===== config.mk =====
export PLATFORM = sky130hd
export DESIGN_NAME = tbrl_ctrl
export DESIGN_NICKNAME = d
export VERILOG_FILES = /design/src/hw/rtl/tbrl_pkg.sv /design/src/hw/rtl/tbrl_ctrl.sv
export SDC_FILE = /design/constraint.sdc
export NUM_CORES = 1
export LEC_CHECK = 0
export BUFFER_PORTS_ARGS = -buffer_cell sky130_fd_sc_hd__buf_2
export CORE_AREA = 4 4 41 43
export CTS_CLUSTER_DIAMETER = 50
export CTS_CLUSTER_SIZE = 40
export DETAILED_ROUTE_END_ITERATION = 12
export DIE_AREA = 0 0 45 47
export PLACE_DENSITY = 0.42
export REMOVE_ABC_BUFFERS = 1
export SETUP_SLACK_MARGIN = 0.1
export SLEW_MARGIN = 20
export SYNTH_ARGS = -nofsm -noshare
export SYNTH_HDL_FRONTEND = slang
export SYNTH_SLANG_ARGS = --single-unit

===== constraint.sdc =====
create_clock -name i_clk -period 1.04 [get_ports i_clk]
set_input_delay 0.052 -clock i_clk [delete_from_list [all_inputs] [get_ports i_clk]]
set_output_delay 0.052 -clock i_clk [all_outputs]
set_load 0.05 [all_outputs]

===== src/hw/rtl/tbrl_pkg.sv =====
// ----------------------------------------------------------------------------
// tbrl_pkg
// Shared widths, constants and controller/datapath command types for the
// token bucket rate limiter.
// ----------------------------------------------------------------------------
package tbrl_pkg;

    localparam int SecW    = 32;
    localparam int NsW     = 30;
    localparam int TokW    = 32;
    localparam int CfgDatW = 32;
    localparam int CfgIdxW = 2;

    localparam logic [31:0] NsPerSec   = 32'd1_000_000_000;
    localparam logic [31:0] NsPerSecX2 = 32'd2_000_000_000;
    localparam logic [NsW-1:0] NsMax   = 30'd999_999_999;

    // floor(2^61 / 1e9); the quotient estimate taken from the top 32 bits
    // of the dividend falls short by at most two
    localparam logic [31:0] NsRecip    = 32'd2_305_843_009;

    typedef enum logic [CfgIdxW-1:0] {
        CFG_RATE     = 2'd0,
        CFG_BURST    = 2'd1,
        CFG_START_S  = 2'd2,
        CFG_START_NS = 2'd3
    } t_cfg_idx;

    typedef struct packed {
        logic capture;   // latch request word
        logic check;     // compute elapsed time
        logic mul_lo;    // nanos * rate + carry
        logic mul_hi;    // secs * rate, quotient estimate
        logic back_mul;  // estimate * 1e9, partial remainder
        logic sum;       // quotient fix-up, whole-second tokens + divided tokens
        logic commit;    // bucket update
        logic load_out;  // result into output register
    } t_cmd;

    typedef struct packed {
        logic deny;
    } t_stat;

endpackage


===== src/hw/rtl/tbrl_ctrl.sv =====
// ----------------------------------------------------------------------------
// tbrl_ctrl
// Sequencer for one request: check, then, unless denied, two multiplies,
// reciprocal divide, sum and bucket update, then hand-off to the output register.
// ----------------------------------------------------------------------------
module tbrl_ctrl import tbrl_pkg::*; (
    input  logic  i_clk,
    input  logic  i_rst_n,
    input  logic  i_in_valid,
    output logic  o_in_ready,
    output logic  o_out_valid,
    input  logic  i_out_ready,
    input  t_stat i_stat,
    output t_cmd  o_cmd
);

    typedef enum logic [2:0] {
        S_IDLE,
        S_CHECK,
        S_MUL_LO,
        S_MUL_HI,
        S_BACK,
        S_SUM,
        S_COMMIT,
        S_DONE
    } t_state;

    t_state             r_state, n_state;
    logic               r_out_valid;
    t_cmd               cmd;

    always_comb begin
        cmd     = '0;
        n_state = r_state;
        unique case (r_state)
            S_IDLE: begin
                if (i_in_valid) begin
                    cmd.capture = 1'b1;
                    n_state     = S_CHECK;
                end
            end
            S_CHECK: begin
                cmd.check = 1'b1;
                n_state   = i_stat.deny ? S_DONE : S_MUL_LO;
            end
            S_MUL_LO: begin
                cmd.mul_lo = 1'b1;
                n_state    = S_MUL_HI;
            end
            S_MUL_HI: begin
                cmd.mul_hi = 1'b1;
                n_state    = S_BACK;
            end
            S_BACK: begin
                cmd.back_mul = 1'b1;
                n_state      = S_SUM;
            end
            S_SUM: begin
                cmd.sum = 1'b1;
                n_state = S_COMMIT;
            end
            S_COMMIT: begin
                cmd.commit = 1'b1;
                n_state    = S_DONE;
            end
            S_DONE: begin
                // output register free or draining this cycle
                if (!r_out_valid || i_out_ready) begin
                    cmd.load_out = 1'b1;
                    n_state      = S_IDLE;
                end
            end
            default: n_state = S_IDLE;
        endcase
    end

    always_ff @(posedge i_clk) begin
        if (!i_rst_n) begin
            r_state     <= S_IDLE;
            r_out_valid <= 1'b0;
        end else begin
            r_state <= n_state;
            if (cmd.load_out)     r_out_valid <= 1'b1;
            else if (i_out_ready) r_out_valid <= 1'b0;
        end
    end

    assign o_cmd       = cmd;
    assign o_in_ready  = (r_state == S_IDLE);
    assign o_out_valid = r_out_valid;

endmodule


# Yosys cells after proc, flatten, opt, wreduce, memory -nomap -nowiden
# Cells that the tools add are included.
# classes
n_mux	16
multipliers	0
eq_ne	9
n_reduce_logical	5
n_lt_le_gt_ge	0
bitwise_logic	0
add_sub_neg	0
n_div	0
shift	0
# ops
op	count
case mux 3 bit (8 select lines)	1
equality test 3 bit (second input constant)	4
two-way mux 1 bit	12
two-way mux 3 bit	3
equality test 3 x 2 -> 1 bit (second input constant)	2
!= test 2 bit (second input constant)	2
equality test 3 x 1 -> 1 bit (second input constant)	1
zero test 3 bit	1
AND reduction 2 bit	1
nonzero test 2 bit	1
zero test 1 bit	1
logical OR 1 bit	1
# word_totals
ram_bits	0
reg_bits	4
n_memories	0
input_bits	5
latchBits	0
elab_cells	32
mem_bits_ro	0

# Longest topological paths before layout
# logic_depth
depth_word	5
depth_mapped	4
ltp_nobuf	3

# Least setup slack after synthesis
# No wires, ideal clock.
# synth_path
path_kind	register to output
startpoint	reg r_state[1]
endpoint	out o_cmd[5] (netlist name)
slack_ps	-691
required_time_ps	988
arrival_time_ps	1679
stages_incl_launch_ff	3
path_cell_list	dfxtp_1 -> buf_6 -> nor3b_1
# synth_rtl
item	line_no	text
from (decl)	tbrl_ctrl.sv:28	t_state r_state, n_state;
from (signal assigned)	tbrl_ctrl.sv:82	r_state <= n_state;
to (decl)	tbrl_ctrl.sv:14	output t_cmd o_cmd

==> impl_metrics.tcl <==
set metrics [dict create \
    synth_cells 31 \
    slew-limit-headroom 0.834 \
    placedCellCount 64 \
    ant_nets 0 \
    drtIter0Drc 3 \
    maxCapViolCount 0 \
    routedWlPerCell_um 11.4 \
    avgSynthCellArea_um2 9.12 \
    grt_max_degree 11 \
    pin_count 15 \
    drtPass1Iterations 2 \
    rrSetupSlack_ps -90 \
    critical_path_class "reg -> out" \
    finalCritPeriodShare 1.14 \
    worst_ep_arrival_time_ps 1140 \
    cts-root-buf "clkbuf_4" \
    antenna-diode-count 0 \
    ys_top_cells_by_area "dfxtp_1 (28%), buf_6 (8.0%), and3b_1 (6.2%), nor3_4 (5.8%), nor3b_1 (5.3%)" \
    drive_gt1_frac 0.789 \
    fin_cells 72 \
    hp-class "in -> reg" \
    via_per_inst 4.46 \
    cts_num_sinks 4 \
    io_buffers 14 \
    die_x_um 45 \
    fin_ws_ps -147 \
    grtUsageTotal 0.0862 \
    synth_cell_type_count 21 \
    grt_overflow 0 \
    clock_latency_ps 240 \
    dp_hpwl_um 536 \
    ys_seq_area_frac 0.283 \
    slowest_delay_ps 390 \
    numCtsBuffers 3 \
    max_freq_mhz 842 \
    place_congestion 0.686 \
    antenna_found_initial 0 \
    yosysWarnings 0 \
    rsz0062_at_grt "true" \
    startpoint_type "register" \
    dp_slack_ps -106 \
    crit_fanout 10 \
    p_leak_nw 0.269 \
    peakVddDrop_v 0.000749 \
    wirelength_um 824 \
    setup_viol 10 \
    synth_top_area_frac 0.283 \
    tightest_slew_ps 251 \
    cts.clk_slew.worst_paths_ps 40 \
    violations "negative setup slack" \
    cts_tree "built" \
    min_period_ps 1190 \
    num_rows 13 \
    cpLargestDelayFamily "flip-flops" \
    hold_viol 0 \
    mostFrequentLayoutCells "buf_6 (9), buf_4 (9), buf_2 (6), clkbuf_4 (3), dfxtp_4 (3)" \
    syn_to_final_growth_pct 109 \
    powerDensity_nw_per_um2 1390 \
    drc 0 \
    finalNetCount 64 \
    worstPathCellList "nor3_4 > and2_4 > buf_8" \
    grt_first_pass_wirelength_mm 1.29 \
    cp.required_ps 990 \
    first_global_vias 299 \
    core_um2 1300 \
    vias 321 \
    slowest_stage "dfxtp_4" \
    cts.path.max_buffers 2 \
    syn_area_um2 283 \
    crit_buf_inv 1 \
    synth_area_leader_cell "dfxtp_1" \
    slew_violations 0 \
    cp-end-kind "output pin" \
    die_h_um 47 \
    initial_core_util 0.217 \
    h-tree-depth 1 \
    ys_ff_latch 4 \
    status "finished, violations left" \
    dieArea_um2 2120 \
    finClkSkew_ps 6.55 \
]
-- synthesized netlist by cell type --
cell       instances
dfxtp_1            4
nor2_1             3
and3b_1            2
buf_6              2
nand2_1            2
nor3b_1            2
o21a_1             2
a21boi_1           1
a31oi_1            1
and2_1             1
buf_4              1
nand2b_1           1
nand3_2            1
nor2_2             1
nor2b_1            1
nor3_2             1
nor3_4             1
nor3b_2            1
o21ai_0            1
o21ai_1            1
o2bb2ai_1          1
-- area by class of cell --
class / count / area (um^2)
sequential: 4 / 91.3
multi-input combinational: 24 / 230
timing repair buffer: 26 / 229
fill: 132 / 709
tap: 15 / 18.8
clock buffer: 3 / 22.5
-- power by group --
part           internal [mW]  switching [mW]  leakage (nW)
sequential             0.173          0.0442        0.0348
clock                  0.129          0.0640        0.0138
combinational          0.194           0.216         0.220
-- routing by layer --
layer	wire length, um	track usage	share of wire
met5	0	0	0
met4	0	0.0351	0
met3	68	0.0460	0.083
met2	409	0.124	0.50
met1	346	0.107	0.42
-- registers in the layout (all words and copies together), names as in the netlist --
| register | count |
|---|---|
| o_out_valid | 1 |
| r_state | 3 |
-- worst min-delay path, stage by stage --
cell and delay, ps:
buf_2 130, o21ai_2 50, a31oi_1 30
-- per-stage QoR --
step / power [mW] / hold slack, ps / utilization / instance area [um^2] / TNS [ps]
after global routing: 0.882 / 62.2 / 0.455 / 592 / -1670
final: 0.820 / 67.3 / 0.455 / 592 / -1030
after global placement: 0.491 / 308 / 0.303 / 394 / -520
after CTS: 0.776 / 58.9 / 0.406 / 528 / -1010
after floorplan: 0.394 / 170 / - / 253 / -3810
after detailed placement: 0.491 / 306 / 0.303 / 394 / -521
-- worst paths after layout --
kind,startpoint,to,cells past startpoint
hold / removal,i_rst_n,r_state[1],3
hold reg to reg,o_out_valid,o_out_valid,2
setup / recovery,r_state[1],o_cmd[7],3
setup reg to reg,r_state[2],r_state[0],5
-- what timing repair did --
item                       4_1_cts  5_1_grt
hold buffers                     0        0
buffers inserted                 4        1
setup endpoints to repair       13       12
gates resized for setup         27       14
pin swaps                        6        5
-- cell families after synthesis --
| group | synth area share |
|---|---|
| and+or+nand+nor | 0.443 |
| AOI/OAI and AO/OA | 0.168 |
| DFF | 0.283 |
| buffers and inverters | 0.106 |
(Power assumes the default switching activity.)
